## config.mk

```make
export PLATFORM = sky130hd
export DESIGN_NAME = gts_trigger
export DESIGN_NICKNAME = d
export VERILOG_FILES = /design/src/rtl/core/assert_macros.svh /design/src/rtl/core/gts_pkg.sv /design/src/rtl/core/gts_trigger.sv
export SDC_FILE = /design/constraint.sdc
export NUM_CORES = 1
export LEC_CHECK = 0
export ABC_AREA = 1
export BUFFER_PORTS_ARGS = -buffer_cell sky130_fd_sc_hd__buf_2
export CAP_MARGIN = 0
export CORE_UTILIZATION = 45
export DETAILED_ROUTE_END_ITERATION = 16
export HOLD_SLACK_MARGIN = 0.15
export SLEW_MARGIN = 20
export SYNTH_ARGS = -nofsm -noshare
export SYNTH_HDL_FRONTEND = slang
export SYNTH_SLANG_ARGS = --single-unit
```

## constraint.sdc

```tcl
create_clock -name clk -period 5.2 [get_ports clk]
set_input_delay 0.78 -clock clk [delete_from_list [all_inputs] [get_ports clk]]
set_output_delay 0.78 -clock clk [all_outputs]
set_load 0.03 [all_outputs]
```

## src/rtl/core/assert_macros.svh

```systemverilog
// Assertion helpers, sampled on clk and disabled while arst_n is low.
`ifndef ASSERT_MACROS_SVH
`define ASSERT_MACROS_SVH

// Condition holds at every clock edge.
`define A_HOLDS(label, cond, msg) \
	label: assert property (@(posedge clk) disable iff (!arst_n) (cond)) else $error(msg);

// Antecedent implies consequent in the same cycle.
`define A_IMPL(label, ante, cons, msg) \
	label: assert property (@(posedge clk) disable iff (!arst_n) (ante) |-> (cons)) \
		else $error(msg);

// Antecedent implies consequent in the next cycle.
`define A_NEXT(label, ante, cons, msg) \
	label: assert property (@(posedge clk) disable iff (!arst_n) (ante) |=> (cons)) \
		else $error(msg);

`endif

```

## src/rtl/core/gts_pkg.sv

```systemverilog
package gts_pkg;

	localparam int GRADIENT_SPAN = 100;
	localparam int OUTPUT_DELAY  = 1024;
	localparam int STORE_DEPTH   = (OUTPUT_DELAY > GRADIENT_SPAN) ? OUTPUT_DELAY : GRADIENT_SPAN;
	localparam int ADDR_W        = $clog2(STORE_DEPTH);
	localparam int PTR_W         = ADDR_W + 1;
	localparam int FILL_W        = $clog2(STORE_DEPTH + 1);
	localparam int OLD_OFS       = STORE_DEPTH - GRADIENT_SPAN;
	localparam int DLY_OFS       = STORE_DEPTH - OUTPUT_DELAY;

	localparam int SMP_W   = 16;
	localparam int SUM_W   = 21;
	localparam int IDX_W   = 32;
	localparam int PADDR_W = 4;
	localparam int PDATA_W = 32;

	localparam logic [1:0] OB_FULL = 2'd2;

	typedef logic signed [SMP_W-1:0] smp_t;

	typedef enum logic [1:0] {
		REG_THRESHOLD,
		REG_AVG_LEN,
		REG_PRE,
		REG_POST
	} reg_idx_t;

	typedef struct packed {
		logic signed [15:0] threshold;
		logic [4:0]         average_length;
		logic [9:0]         pre_samples;
		logic [11:0]        post_samples;
	} cfg_t;

	localparam logic signed [15:0] THRESHOLD_RST = -16'sd100;
	localparam logic [4:0]         AVG_LEN_RST   = 5'd5;
	localparam logic [9:0]         PRE_RST       = 10'd370;
	localparam logic [11:0]        POST_RST      = 12'd740;

	// one accepted sample entering the pipeline
	typedef struct packed {
		smp_t             x;
		logic [IDX_W-1:0] idx;
		logic             grad_en;
		logic             out_en;
		logic [IDX_W-1:0] out_next;
	} issue_t;

	// trigger decision handed to the region stage
	typedef struct packed {
		logic             fire;
		logic [IDX_W-1:0] peak;
		logic             out_en;
		logic [IDX_W-1:0] out_next;
		smp_t             dly;
		logic [IDX_W-1:0] pcnt;
	} peak_t;

	typedef struct packed {
		smp_t             kept_sample;
		logic [IDX_W-1:0] sample_number;
		logic             region_last;
		logic [IDX_W-1:0] peaks_seen;
	} beat_t;

	typedef struct packed {
		logic [1:0] cnt;
	} ob_status_t;

	// wrapped index difference, read as signed
	function automatic logic signed [IDX_W-1:0] sdiff(input logic [IDX_W-1:0] a,
		input logic [IDX_W-1:0] b);
		sdiff = signed'(a - b);
	endfunction

endpackage

```

## src/rtl/core/gts_trigger.sv

```systemverilog
module gts_trigger (
	input  logic            clk,
	input  logic            arst_n,
	input  logic            adv,
	input  logic            iss_valid,
	input  gts_pkg::issue_t iss,
	input  gts_pkg::smp_t   old_smp,
	input  gts_pkg::smp_t   dly_smp,
	input  gts_pkg::cfg_t   cfg,
	output logic            pk_valid,
	output gts_pkg::peak_t  pk
);
	import gts_pkg::*;

	logic   v_s1;
	issue_t iss_s1;

	logic signed [SUM_W-1:0] sum_q;
	logic [3:0]              bp_q;
	smp_t                    grad;
	logic signed [SUM_W-1:0] sum_acc;
	logic [4:0]              cnt;
	logic [4:0]              len;
	logic                    close;
	logic signed [21:0]      prod;

	logic                    v_s2;
	logic                    close_s2;
	logic signed [SUM_W-1:0] sum_s2;
	logic signed [SUM_W-1:0] limit_s2;
	logic [4:0]              cnt_s2;
	logic [IDX_W-1:0]        last_s2;
	logic                    oen_s2;
	logic [IDX_W-1:0]        on_s2;
	smp_t                    dly_s2;

	logic             armed_q;
	logic [IDX_W-1:0] peaks_q;
	logic [IDX_W-1:0] peaks_nx;
	logic             above;
	logic             fire;

	// s1: gradient and block accumulation
	always_ff @(posedge clk or negedge arst_n) begin
		if (!arst_n) begin
			v_s1 <= 1'b0;
		end else if (adv) begin
			v_s1 <= iss_valid;
		end
	end

	always_ff @(posedge clk) begin
		if (adv) begin
			iss_s1 <= iss;
		end
	end

	assign grad    = iss_s1.x - old_smp;
	assign sum_acc = sum_q + SUM_W'(grad);
	assign cnt     = {1'b0, bp_q} + 5'd1;
	assign prod    = cfg.threshold * $signed({1'b0, cnt});

	always_comb begin
		if (cfg.average_length == 5'd0) begin
			len = 5'd1;
		end else if (cfg.average_length > 5'd16) begin
			len = 5'd16;
		end else begin
			len = cfg.average_length;
		end
	end

	assign close = iss_s1.grad_en && (cnt >= len);

	always_ff @(posedge clk or negedge arst_n) begin
		if (!arst_n) begin
			sum_q <= '0;
			bp_q  <= '0;
		end else if (v_s1 && adv && iss_s1.grad_en) begin
			if (close) begin
				sum_q <= '0;
				bp_q  <= '0;
			end else begin
				sum_q <= sum_acc;
				bp_q  <= cnt[3:0];
			end
		end
	end

	always_ff @(posedge clk or negedge arst_n) begin
		if (!arst_n) begin
			v_s2 <= 1'b0;
		end else if (adv) begin
			v_s2 <= v_s1;
		end
	end

	always_ff @(posedge clk) begin
		if (adv) begin
			close_s2 <= close;
			sum_s2   <= sum_acc;
			limit_s2 <= prod[SUM_W-1:0];
			cnt_s2   <= cnt;
			last_s2  <= iss_s1.idx - IDX_W'(GRADIENT_SPAN);
			oen_s2   <= iss_s1.out_en;
			on_s2    <= iss_s1.out_next;
			dly_s2   <= dly_smp;
		end
	end

	// s2: block decision, arming and peak count
	assign above    = sum_s2 > limit_s2;
	assign fire     = close_s2 && (sum_s2 < limit_s2) && !armed_q;
	assign peaks_nx = (fire && (peaks_q != '1)) ? peaks_q + 1'b1 : peaks_q;

	always_ff @(posedge clk or negedge arst_n) begin
		if (!arst_n) begin
			armed_q <= 1'b0;
			peaks_q <= '0;
		end else if (v_s2 && adv) begin
			peaks_q <= peaks_nx;
			if (close_s2 && above) begin
				armed_q <= 1'b0;
			end else if (fire) begin
				armed_q <= 1'b1;
			end
		end
	end

	always_ff @(posedge clk or negedge arst_n) begin
		if (!arst_n) begin
			pk_valid <= 1'b0;
		end else if (adv) begin
			pk_valid <= v_s2;
		end
	end

	always_ff @(posedge clk) begin
		if (adv) begin
			pk.fire     <= fire;
			pk.peak     <= last_s2 - IDX_W'(cnt_s2 >> 1);
			pk.out_en   <= oen_s2;
			pk.out_next <= on_s2;
			pk.dly      <= dly_s2;
			pk.pcnt     <= peaks_nx;
		end
	end
endmodule

```

==> metrics.md, run 1 <==
| Metric | Value |
|---|---|
| Buffering stage count on the worst path with inverters included | `4` |
| Sum of overflow across all layers after global routing | `0` |
| Cts bufs inserted | `42` |
| Cell count after synthesis | `1975` |
| Peak clock frequency supported by timing | `211 MHz` |
| Leakage power | `10.9 nW` |
| Type of the worst setup path | `reg -> reg` |
| DRC | `0` |
| Source-to-sink clock delay at the later pin of the worst-skew pair | `0.57 ns` |
| Number of buffer cells added on primary ports | `253` |
| Y dimension of the die | `215 µm` |
| Root Driver | `sky130_fd_sc_hd__clkbuf_16` |
| I/O pins | `276` |
| Max Root-Sink Buffers | `3` |
| Post-layout instance area | `23700 µm²` |
| Initial antenna violation count | `2` |
| Number of buffers inserted by hold repair at cts | `0` |
| Most frequent CP cell | `sky130_fd_sc_hd__inv_1` |
| Fraction of the yosys area taken by sequential cells | `0.553` |
| Via density per instance | `4.82` |
| Ys Warns | `0` |
| Actual transition at the worst max-transition pin | `0.889 ns` |
| Final count of hold timing violations | `0` |
| Unrepaired setup endpoints after global routing | `no` |
| Highest ir drop seen on vdd | `0.325 mV` |
| Total of endpoints with negative setup slack in the final report | `0` |
| Data required time at the worst endpoint | `5.50 ns` |
| Number of vias after detailed routing | `13900` |
| Maximum number of pins on one net before global-route repair | `138` |
| Starting utilization of the core area | `0.458` |
| Most used cells in the layout excluding fill and tap cells | `444 x sky130_fd_sc_hd__nand2_1, 324 x sky130_fd_sc_hd__edfxtp_1, 299 x sky130_fd_sc_hd__inv_1` |
| Setup crit start kind | `flip-flop` |
| Post-CTS setup repair buffer count | `0` |
| Clock input transition at the sequential cells of the worst setup and hold paths | `0.06 ns` |
| H-tree depth | `2` |
| # nets final | `2575` |
| Initial DRT Pass Iterations | `5` |
| Worst Hold Class | `in -> reg` |
| Final clock period utilization by the worst path | `0.911` |
| First-iteration detailed-routing DRC count | `910` |
| Post-DRT Antenna Nets | `0` |
| Slew margin rel. | `0.407` |
| Commonest non-fill, non-tap cell in the layout | `sky130_fd_sc_hd__nand2_1` |
| TritonCTS sink count | `385` |
| Synth Area per Inst | `10.3 µm²` |
| Worst Reg2Reg Path Length in Cells | `16` |
| Synthesized net count | `2293` |
| Worst endpoint data arrival time | `5.04 ns` |
| Leading register cell type out of synthesis | `sky130_fd_sc_hd__edfxtp_1` |
| Placed cell area | `22400 µm²` |
| Detailed-route wire length per cell | `14.6 µm` |
| Cells traversed along the worst timing path | `ha_1, nand2_1, inv_1, fa_1, inv_1, fa_1, fa_1, inv_1, ha_1, nand2_1, nor3_1, inv_1, nor3_1, nand3_1, o2111ai_1, xor2_1` |
| Endpoint kind of the worst setup timing path | `flip-flop` |
| Clock tree from TritonCTS | `yes` |
| Status | `finished clean` |
| Summed negative setup slack over all endpoints | `0 ns` |
| Slowest stage cell, crit path | `sky130_fd_sc_hd__ha_1` |
| Via count of the first global-routing pass | `13700` |
| Die footprint | `46100 µm²` |
| Post-synthesis sequential element count | `385` |
| Cell depth of the worst min-delay path | `1` |
| Die extent in x | `215 µm` |
| Area of the core | `44400 µm²` |
| Post-synth EDFFs | `324` |
| WP depth | `16` |
| Clock period minus final worst setup slack | `4.74 ns` |
| Sum of net half-perimeters after detailed placement | `31.1 mm` |
| Power density over the cells | `520 nW/µm²` |
| Tot GR Track Use | `0.185` |
| Layout area overhead | `16.4%` |
| RePlAce Congestion | `0.892` |
| Final count of pins violating max slew | `0` |
| Share of cells above drive strength 1 | `0.159` |
| Area of the mapped netlist | `20400 µm²` |
| Wire length of the first global-routing pass | `68.7 mm` |
| Post-synthesis cell type count | `51` |
| Maximum cell stage delay along the critical path | `0.76 ns` |
| Family with the most delay on the worst path | `adder cells` |
| Maximum fanout along the worst path | `15` |
| Maximum capacitance violations | `0` |
| Post-synth ARST share | `0.158` |
| Number of instances resized during post-cts repair | `0` |
| Overall Power | `12.3 mW` |
| FP Rows | `77` |
| Clk_skew | `0.0210 ns` |
| Routed Wire Length | `42.1 mm` |
## registers in the layout (all words and copies together), names as in the netlist
| register | flops |
|---|---|
| sum_s2 | 21 |
| bp_q | 4 |
| pk_valid | 1 |
| armed_q | 1 |
| v_s1 | 1 |
| cnt_s2 | 4 |
| oen_s2 | 1 |
| dly_s2 | 16 |
| pk | 114 |
| limit_s2 | 21 |
| close_s2 | 1 |
| last_s2 | 32 |
| peaks_q | 32 |
| on_s2 | 32 |
| sum_q | 21 |
| v_s2 | 1 |
| iss_s1 | 82 |
## final timing paths
kind / start / to / slack [ns]
min: iss[74] / iss_s1[74]$_DFFE_PP_ / 0.39
max in group asynchronous: arst_n / sum_q[17]$_DFFE_PN0P_ / 4.19
min reg2reg: on_s2[4]$_DFFE_PP_ / pk[52]$_DFFE_PP_ / 0.41
max reg2reg: bp_q[1]$_DFFE_PN0P_ / limit_s2[20]$_DFFE_PP_ / 0.46
min in group asynchronous: arst_n / peaks_q[22]$_DFFE_PN0P_ / 0.41
max: bp_q[1]$_DFFE_PN0P_ / limit_s2[20]$_DFFE_PP_ / 0.46
## per-layer routing
layer / GRT usage / vias up / routed length (µm)
met4: 0.0526 / 0 / 920
met5: 0 / - / 0
met2: 0.309 / 256 / 20100
li1: - / 7077 / -
met1: 0.246 / 6504 / 19500
met3: 0.0325 / 66 / 1640
## synthesized netlist by cell type (3+ instances only)
cell	number	area [µm²]
sky130_fd_sc_hd__nand2_1	444	1670
sky130_fd_sc_hd__edfxtp_1	324	9730
sky130_fd_sc_hd__inv_1	299	1120
sky130_fd_sc_hd__nor2_1	193	724
sky130_fd_sc_hd__ha_1	106	1330
sky130_fd_sc_hd__xor2_1	79	692
sky130_fd_sc_hd__nand3_1	73	365
sky130_fd_sc_hd__a21oi_1	62	310
sky130_fd_sc_hd__dfrtp_1	61	1530
sky130_fd_sc_hd__fa_1	51	1020
sky130_fd_sc_hd__nand4_1	50	313
sky130_fd_sc_hd__o21ai_0	46	230
sky130_fd_sc_hd__xnor2_1	35	307
sky130_fd_sc_hd__nor3_1	23	115
sky130_fd_sc_hd__clkbuf_1	17	63.8
sky130_fd_sc_hd__nand2_2	17	106
sky130_fd_sc_hd__and2_1	12	75.1
sky130_fd_sc_hd__nor4_1	9	56.3
sky130_fd_sc_hd__nand3b_1	6	45.0
sky130_fd_sc_hd__a22o_1	5	43.8
sky130_fd_sc_hd__buf_2	5	25.0
sky130_fd_sc_hd__nor2_2	5	31.3
sky130_fd_sc_hd__nor2_4	4	45.0
sky130_fd_sc_hd__o21a_1	4	30.0
sky130_fd_sc_hd__a21o_1	3	22.5
sky130_fd_sc_hd__a31oi_1	3	18.8
sky130_fd_sc_hd__buf_1	3	11.3
sky130_fd_sc_hd__o21ai_1	3	15.0
sky130_fd_sc_hd__o21bai_1	3	22.5
## layout make-up
class / count / area [µm²]
Sequential cell: 385 / 11300
Clock buffer: 53 / 1100
Fill cell: 3995 / 20700
Multi-Input combinational cell: 1261 / 7830
Timing Repair Buffer: 267 / 1390
Clock inverter: 25 / 221
Tap cell: 592 / 741
Inverter: 300 / 1130
Antenna cell: 2 / 5.00
## power breakdown
group | switching [mW] | total (mW) | internal [mW]
sequential | 0.209 | 4.29 | 4.08
combinational | 3.33 | 5.16 | 1.83
clock | 1.20 | 2.87 | 1.66
## through the flow
stage / util / instances / worst slack [ns] / hold WS [ns]
2_1_floorplan: - / 1975 / 0.686 / 0.400
3_3_place_gp: 0.503 / 2805 / 0.606 / 0.400
3_5_place_dp: 0.503 / 2805 / 0.493 / 0.405
4_1_cts: 0.533 / 2883 / 0.448 / 0.348
5_1_grt: 0.533 / 2885 / 0.106 / 0.357
6_report: 0.533 / 2885 / 0.464 / 0.389
## logic make-up (layout without fill, tap and decap cells)
family                   after synthesis  after routing  share of synthesized area
AND/OR/NAND/NOR                      846            846                      0.180
flip-flops                           385            385                      0.553
buffers and inverters                329            645                     0.0621
adder cells (fa/ha/maj)              157            157                      0.115
AO/OA/AOI/OAI                        142            142                     0.0392
XOR/XNOR                             114            114                     0.0491
multiplexers                           2              2                    0.00111
other                                  0              2                          0
Power figures use the tool's default switching activity.
==> inputs of run 2 (changes only) <==
--- a/config.mk
+++ b/config.mk
@@ -8,7 +8,7 @@
 export ABC_AREA = 1
 export BUFFER_PORTS_ARGS = -buffer_cell sky130_fd_sc_hd__buf_2
 export CAP_MARGIN = 0
-export CORE_UTILIZATION = 45
+export CORE_UTILIZATION = 39
 export DETAILED_ROUTE_END_ITERATION = 16
 export HOLD_SLACK_MARGIN = 0.15
 export SLEW_MARGIN = 20
==> run 2 against run 1 <==
Final area rose by 1.4%. Core utilization fell by 6.6 points. Total power rose by 3.1%. Clock skew rose by 0.0071 ns. Global-route usage fell by 2.6 points. Combinational power barely moved. Fmax rose by 2.0%. Count of clock-buffer cells in the layout rose by 1. Register-to-register slack improved by 0.09 ns. First-iteration DRC count fell by 7.7%.
==> metrics.md, run 2 (synthesis results as in run 1) <==
| Metric | Value |
|---|---|
| Status | `finished clean (unchanged)` |
| Final Util | `0.467 (was 0.533)` |
| RePlAce Congestion | `0.891 (was 0.892)` |
| Worst Hold Class | `in -> reg (unchanged)` |
| Clock period minus final worst setup slack | `4.65 ns (was 4.74 ns)` |
| H-tree depth | `2 (unchanged)` |
| Slowest stage cell, crit path | `sky130_fd_sc_hd__ha_1 (unchanged)` |
| Endpoint kind of the worst setup timing path | `flip-flop (unchanged)` |
| Tot GR Track Use | `0.159 (was 0.185)` |
| Number of buffers inserted by hold repair at cts | `0 (unchanged)` |
| Max Root-Sink Buffers | `3 (unchanged)` |
| Number of buffer cells added on primary ports | `253 (unchanged)` |
| Biggest regs | `pk (114), iss_s1 (82) (unchanged)` |
| Most frequent CP cell | `sky130_fd_sc_hd__inv_1 (unchanged)` |
| Cts bufs inserted | `44 (was 42)` |
| Setup crit start kind | `flip-flop (unchanged)` |
| Routed Wire Length | `42.6 mm (was 42.1 mm)` |
| Detailed-route wire length per cell | `14.3 µm (was 14.6 µm)` |
| Buffering stage count on the worst path with inverters included | `4 (unchanged)` |
| Cells traversed along the worst timing path | `ha_1, nand2_1, inv_1, fa_1, inv_1, fa_1, fa_1, inv_1, ha_1, nand2_1, nor3_1, inv_1, nor3_1, nand3_1, o2111ai_1, xor2_1 (unchanged)` |
| Starting utilization of the core area | `0.396 (was 0.458)` |
| Sum of net half-perimeters after detailed placement | `31.8 mm (was 31.1 mm)` |
| Root Driver | `sky130_fd_sc_hd__clkbuf_16 (unchanged)` |
| Maximum capacitance violations | `0 (unchanged)` |
| Post-CTS setup repair buffer count | `0 (unchanged)` |
| Clk_skew | `0.0280 ns (was 0.0210 ns)` |
| Final clock period utilization by the worst path | `0.893 (was 0.911)` |
| Placed cell area | `22500 µm² (was 22400 µm²)` |
| Peak clock frequency supported by timing | `215 MHz (was 211 MHz)` |
| Worst Setup Slack, final | `0.555 ns (was 0.464 ns)` |
| Hold slack | `0.371 ns (was 0.389 ns)` |
| Via density per instance | `4.74 (was 4.82)` |
| Power density over the cells | `529 nW/µm² (was 520 nW/µm²)` |
| Source-to-sink clock delay at the later pin of the worst-skew pair | `0.58 ns (was 0.57 ns)` |
| Register with the highest flop count | `pk (unchanged)` |
| Post-layout instance area | `24000 µm² (was 23700 µm²)` |
| Family with the most delay on the worst path | `adder cells (unchanged)` |
| Highest ir drop seen on vdd | `0.269 mV (was 0.325 mV)` |
| Share of cells above drive strength 1 | `0.162 (was 0.159)` |
| Number of vias after detailed routing | `14100 (was 13900)` |
| Clock input transition at the sequential cells of the worst setup and hold paths | `0.06 ns (about the same)` |
| TritonCTS sink count | `385 (unchanged)` |
| # nets final | `2580 (was 2575)` |
| Via count of the first global-routing pass | `14000 (was 13700)` |
| Most used cells in the layout excluding fill and tap cells | `444 x sky130_fd_sc_hd__nand2_1, 324 x sky130_fd_sc_hd__edfxtp_1, 298 x sky130_fd_sc_hd__inv_1 (was 444 x sky130_fd_sc_hd__nand2_1, 324 x sky130_fd_sc_hd__edfxtp_1, 299 x sky130_fd_sc_hd__inv_1)` |
| First-iteration detailed-routing DRC count | `840 (was 910)` |
| Worst slack at placement | `0.580 ns (was 0.493 ns)` |
| Sum of overflow across all layers after global routing | `0 (unchanged)` |
| Actual transition at the worst max-transition pin | `0.998 ns (was 0.889 ns)` |
| Maximum number of pins on one net before global-route repair | `164 (was 138)` |
| Type of the worst setup path | `reg -> reg (unchanged)` |
| Data required time at the worst endpoint | `5.51 ns (was 5.50 ns)` |
| Area of the core | `51400 µm² (was 44400 µm²)` |
| Y dimension of the die | `230 µm (was 215 µm)` |
| Number of instances resized during post-cts repair | `0 (unchanged)` |
| Number of flip-flops under the largest register name | `114 (unchanged)` |
| Total of endpoints with negative setup slack in the final report | `0 (unchanged)` |
| Layout area overhead | `18.0% (was 16.4%)` |
| Die footprint | `53100 µm² (was 46100 µm²)` |
| I/O pins | `276 (unchanged)` |
| Post-DRT Antenna Nets | `0 (unchanged)` |
| Commonest non-fill, non-tap cell in the layout | `sky130_fd_sc_hd__nand2_1 (unchanged)` |
| Maximum fanout along the worst path | `13 (was 15)` |
| Unrepaired setup endpoints after global routing | `no (unchanged)` |
| Summed negative setup slack over all endpoints | `0 ns (unchanged)` |
| FP Rows | `83 (was 77)` |
| Initial antenna violation count | `4 (was 2)` |
| Maximum cell stage delay along the critical path | `0.65 ns (was 0.76 ns)` |
| Slew margin rel. | `0.331 (was 0.407)` |
| DRC | `0 (unchanged)` |
| Worst endpoint data arrival time | `4.96 ns (was 5.04 ns)` |
| Final count of pins violating max slew | `0 (unchanged)` |
| Die extent in x | `230 µm (was 215 µm)` |
| Clock tree from TritonCTS | `yes (unchanged)` |
| Final count of hold timing violations | `0 (unchanged)` |
| Initial DRT Pass Iterations | `5 (unchanged)` |
| Wire length of the first global-routing pass | `68.5 mm (was 68.7 mm)` |
| Leakage power | `11.0 nW (was 10.9 nW)` |
-- run 2: cell types whose count changed in the layout (fill, tap and decap cells not counted), sizes merged --
cell,before,now
bufinv,3,8
clkbuf,53,54
inv,303,299
clkinv,18,15
diode,2,4
buf,267,270
clkinvlp,1,2
-- run 2: report_power, final --
| group | leakage (nW) | switching (mW) | internal, mW |
|---|---|---|---|
| clock network | 0.728 | 1.25 | 1.98 |
| logic | 6.23 | 3.34 | 1.85 |
| registers | 4.01 | 0.205 | 4.08 |
-- run 2: path summary, 6_finish.rpt --
path	startpoint	to	slack, ns	depth (start not counted)
setup / recovery	bp_q[1]$_DFFE_PN0P_	limit_s2[20]$_DFFE_PP_	0.55	16
hold / removal	iss[47]	iss_s1[47]$_DFFE_PP_	0.37	1
setup reg to reg	bp_q[1]$_DFFE_PN0P_	limit_s2[20]$_DFFE_PP_	0.55	16
hold reg to reg	on_s2[16]$_DFFE_PP_	pk[64]$_DFFE_PP_	0.42	0
max in group asynchronous	arst_n	peaks_q[14]$_DFFE_PN0P_	4.25	2
min in group asynchronous	arst_n	sum_q[10]$_DFFE_PN0P_	0.38	2
-- run 2: area by class of cell --
| type | instances | area, µm² |
|---|---|---|
| flip-flops and latches | 385 | 11300 |
| diodes | 4 | 10.0 |
| repair buffers | 270 | 1420 |
| inverters | 300 | 1130 |
| clock buffers | 54 | 1150 |
| fillers | 4802 | 27400 |
| clock inverters | 24 | 372 |
| multi-input cells | 1261 | 7830 |
| well taps | 680 | 851 |
-- run 2: through the flow --
stage | instances | total power [mW]
2_1_floorplan | 1975 | 8.20
3_3_place_gp | 2896 | 9.44
3_5_place_dp | 2896 | 9.57
4_1_cts | 2974 | 12.9
5_1_grt | 2978 | 13.7
6_report | 2978 | 12.7
-- run 2: layer usage --
metal | track usage | wire length [µm]
met1 | 0.212 | 19500
met2 | 0.262 | 20000
met3 | 0.0248 | 1980
met4 | 0.0561 | 1070
met5 | 0 | 0
==> inputs of run 3 (changes only) <==
--- a/config.mk
+++ b/config.mk
@@ -11,6 +11,7 @@
 export CORE_UTILIZATION = 39
 export DETAILED_ROUTE_END_ITERATION = 16
 export HOLD_SLACK_MARGIN = 0.15
+export RECOVER_POWER = 50
 export SLEW_MARGIN = 20
 export SYNTH_ARGS = -nofsm -noshare
 export SYNTH_HDL_FRONTEND = slang
==> run 3 against run 2 <==
Critical endpoint unchanged. Final cell count did not move. Largest cell class unchanged. Register-to-register slack barely moved. Final area shrank 0.19%. The run now ends with capacitance limit, slew limit left.
==> metrics.md, run 3 (synthesis results as in run 1) <==
| Metric | Value |
|---|---|
| Maximum capacitance violations | `4 (was 0)` |
| Maximum number of pins on one net before global-route repair | `164 (unchanged)` |
| Initial antenna violation count | `4 (unchanged)` |
| Endpoint kind of the worst setup timing path | `flip-flop (unchanged)` |
| Sum of net half-perimeters after detailed placement | `31.8 mm (unchanged)` |
| Overall Power | `12.7 mW (about the same)` |
| Initial DRT Pass Iterations | `5 (unchanged)` |
| Max Root-Sink Buffers | `3 (unchanged)` |
| Met1 Wirelength | `19.6 mm (was 19.5 mm)` |
| Y dimension of the die | `230 µm (unchanged)` |
| Source-to-sink clock delay at the later pin of the worst-skew pair | `0.58 ns (about the same)` |
| Post-CTS setup repair buffer count | `0 (unchanged)` |
| Layout area overhead | `17.8% (was 18.0%)` |
| Final count of pins violating max slew | `339 (was 0)` |
| Clock input transition at the sequential cells of the worst setup and hold paths | `0.06 ns (about the same)` |
| Leakage power | `10.9 nW (was 11.0 nW)` |
| Buffering stage count on the worst path with inverters included | `4 (unchanged)` |
| Tot GR Track Use | `0.159 (unchanged)` |
| Register with the highest flop count | `pk (unchanged)` |
| Clock period minus final worst setup slack | `4.64 ns (was 4.65 ns)` |
| Area of the core | `51400 µm² (unchanged)` |
| Summed negative setup slack over all endpoints | `0 ns (unchanged)` |
| Final clock period utilization by the worst path | `0.893 (about the same)` |
| Power density over the cells | `530 nW/µm² (was 529 nW/µm²)` |
| Maximum fanout along the worst path | `13 (unchanged)` |
| Final count of hold timing violations | `0 (unchanged)` |
| Number of vias after detailed routing | `14100 (about the same)` |
| Total of endpoints with negative setup slack in the final report | `0 (unchanged)` |
| RePlAce Congestion | `0.891 (unchanged)` |
| Die extent in x | `230 µm (unchanged)` |
| Die footprint | `53100 µm² (unchanged)` |
| Detailed-route wire length per cell | `14.3 µm (about the same)` |
| Data required time at the worst endpoint | `5.51 ns (about the same)` |
| Most frequent CP cell | `sky130_fd_sc_hd__inv_1 (unchanged)` |
| Unrepaired setup endpoints after global routing | `no (unchanged)` |
| Number of instances resized during post-cts repair | `0 (unchanged)` |
| Routed Wire Length | `42.7 mm (was 42.6 mm)` |
| Number of buffer cells added on primary ports | `253 (unchanged)` |
| Slowest stage cell, crit path | `sky130_fd_sc_hd__ha_1 (unchanged)` |
| Share of cells above drive strength 1 | `0.159 (was 0.162)` |
| Routed length on met2 | `20.0 mm (about the same)` |
| Clock tree from TritonCTS | `yes (unchanged)` |
| Peak clock frequency supported by timing | `215 MHz (about the same)` |
| Biggest regs | `pk (114), iss_s1 (82) (unchanged)` |
| Via count of the first global-routing pass | `14000 (unchanged)` |
| Number of flip-flops under the largest register name | `114 (unchanged)` |
| TritonCTS sink count | `385 (unchanged)` |
| Failing checks | `capacitance limit, slew limit` |
| # nets final | `2580 (unchanged)` |
| Worst endpoint data arrival time | `4.95 ns (was 4.96 ns)` |
| Detailed-routed wire length on met3 | `1.96 mm (was 1.98 mm)` |
| Via density per instance | `4.74 (about the same)` |
| Clk_skew | `0.0285 ns (was 0.0280 ns)` |
| Cells traversed along the worst timing path | `ha_1, nand2_1, inv_1, fa_1, inv_1, fa_1, fa_1, inv_1, ha_1, nand2_1, nor3_1, inv_1, nor3_1, nand3_1, o2111ai_1, xor2_1 (unchanged)` |
| Number of buffers inserted by hold repair at cts | `0 (unchanged)` |
| Root Driver | `sky130_fd_sc_hd__clkbuf_16 (unchanged)` |
| Maximum cell stage delay along the critical path | `0.65 ns (about the same)` |
| FP Rows | `83 (unchanged)` |
| Highest ir drop seen on vdd | `0.270 mV (was 0.269 mV)` |
| Slew margin rel. | `-1.37 (was 0.331)` |
| DRC | `0 (unchanged)` |
| Post-DRT Antenna Nets | `0 (unchanged)` |
| H-tree depth | `2 (unchanged)` |
| I/O pins | `276 (unchanged)` |
| Topmost layer with routed signal wires | `met4 (unchanged)` |
| Family with the most delay on the worst path | `adder cells (unchanged)` |
| Sum of overflow across all layers after global routing | `0 (unchanged)` |
| Starting utilization of the core area | `0.396 (unchanged)` |
| Wire length of the first global-routing pass | `68.5 mm (unchanged)` |
| Setup crit start kind | `flip-flop (unchanged)` |
| First-iteration detailed-routing DRC count | `839 (was 840)` |
| Most used cells in the layout excluding fill and tap cells | `444 x sky130_fd_sc_hd__nand2_1, 324 x sky130_fd_sc_hd__edfxtp_1, 298 x sky130_fd_sc_hd__inv_1 (unchanged)` |
| Actual transition at the worst max-transition pin | `3.56 ns (was 0.998 ns)` |
| Commonest non-fill, non-tap cell in the layout | `sky130_fd_sc_hd__nand2_1 (unchanged)` |
| Cts bufs inserted | `44 (unchanged)` |
| Status | `complete, but fails checks (was finished clean)` |
| Type of the worst setup path | `reg -> reg (unchanged)` |
| Worst Hold Class | `in -> reg (unchanged)` |
run 3: changes by cell type in the layout (fill, tap and decap cells not counted), sizes merged:
| cell | previous run | this run |
|---|---|---|
| clkbuf | 54 | 63 |
| buf | 270 | 261 |
run 3: final timing paths:
check | from | endpoint | slack [ns] | cells past startpoint
setup / recovery | bp_q[1]$_DFFE_PN0P_ | limit_s2[20]$_DFFE_PP_ | 0.56 | 16
hold / removal | iss[47] | iss_s1[47]$_DFFE_PP_ | 0.37 | 1
setup reg to reg | bp_q[1]$_DFFE_PN0P_ | limit_s2[20]$_DFFE_PP_ | 0.56 | 16
hold reg to reg | on_s2[16]$_DFFE_PP_ | pk[64]$_DFFE_PP_ | 0.42 | 0
max in group asynchronous | arst_n | bp_q[3]$_DFFE_PN0P_ | 1.68 | 2
min in group asynchronous | arst_n | sum_q[10]$_DFFE_PN0P_ | 1.51 | 2
run 3: area by class of cell:
class	count	area, µm²
well taps	680	851
fillers	4812	27400
diodes	4	10.0
clock buffers	54	1150
multi-input cells	1261	7830
clock inverters	24	372
repair buffers	270	1370
inverters	300	1130
flip-flops and latches	385	11300
run 3: metal layers:
| layer | vias up | track usage |
|---|---|---|
| met5 | - | 0 |
| met4 | 0 | 0.0561 |
| met3 | 61 | 0.0248 |
| met2 | 316 | 0.262 |
| met1 | 6664 | 0.212 |
| li1 | 7083 | - |
run 3: worst reg2reg max path, cell delays in order, from the launching register on:
cell and delay, ns:
sky130_fd_sc_hd__dfrtp_1 0.40, sky130_fd_sc_hd__ha_1 0.65, sky130_fd_sc_hd__nand2_1 0.19, sky130_fd_sc_hd__inv_1 0.12, sky130_fd_sc_hd__fa_1 0.45, sky130_fd_sc_hd__inv_1 0.18
sky130_fd_sc_hd__fa_1 0.48, sky130_fd_sc_hd__fa_1 0.55, sky130_fd_sc_hd__inv_1 0.04, sky130_fd_sc_hd__ha_1 0.35, sky130_fd_sc_hd__nand2_1 0.11, sky130_fd_sc_hd__nor3_1 0.14
sky130_fd_sc_hd__inv_1 0.09, sky130_fd_sc_hd__nor3_1 0.26, sky130_fd_sc_hd__nand3_1 0.14, sky130_fd_sc_hd__o2111ai_1 0.15, sky130_fd_sc_hd__xor2_1 0.09
run 3: stage by stage:
stage / setup WS, ns / area [µm²] / instances / hold slack [ns] / utilization
2_1_floorplan: 0.686 / 20400 / 1975 / 0.400 / -
3_3_place_gp: 0.712 / 22500 / 2896 / 0.400 / 0.437
3_5_place_dp: 0.580 / 22500 / 2896 / 0.405 / 0.437
4_1_cts: 0.548 / 24000 / 2974 / 0.323 / 0.467
5_1_grt: 0.266 / 24000 / 2978 / 0.338 / 0.466
6_report: 0.559 / 24000 / 2978 / 0.371 / 0.466
run 3: report_power, final:
group,switching [mW],internal (mW)
combinational,3.35,1.84
clock,1.25,1.98
sequential,0.205,4.08
total,4.80,7.90
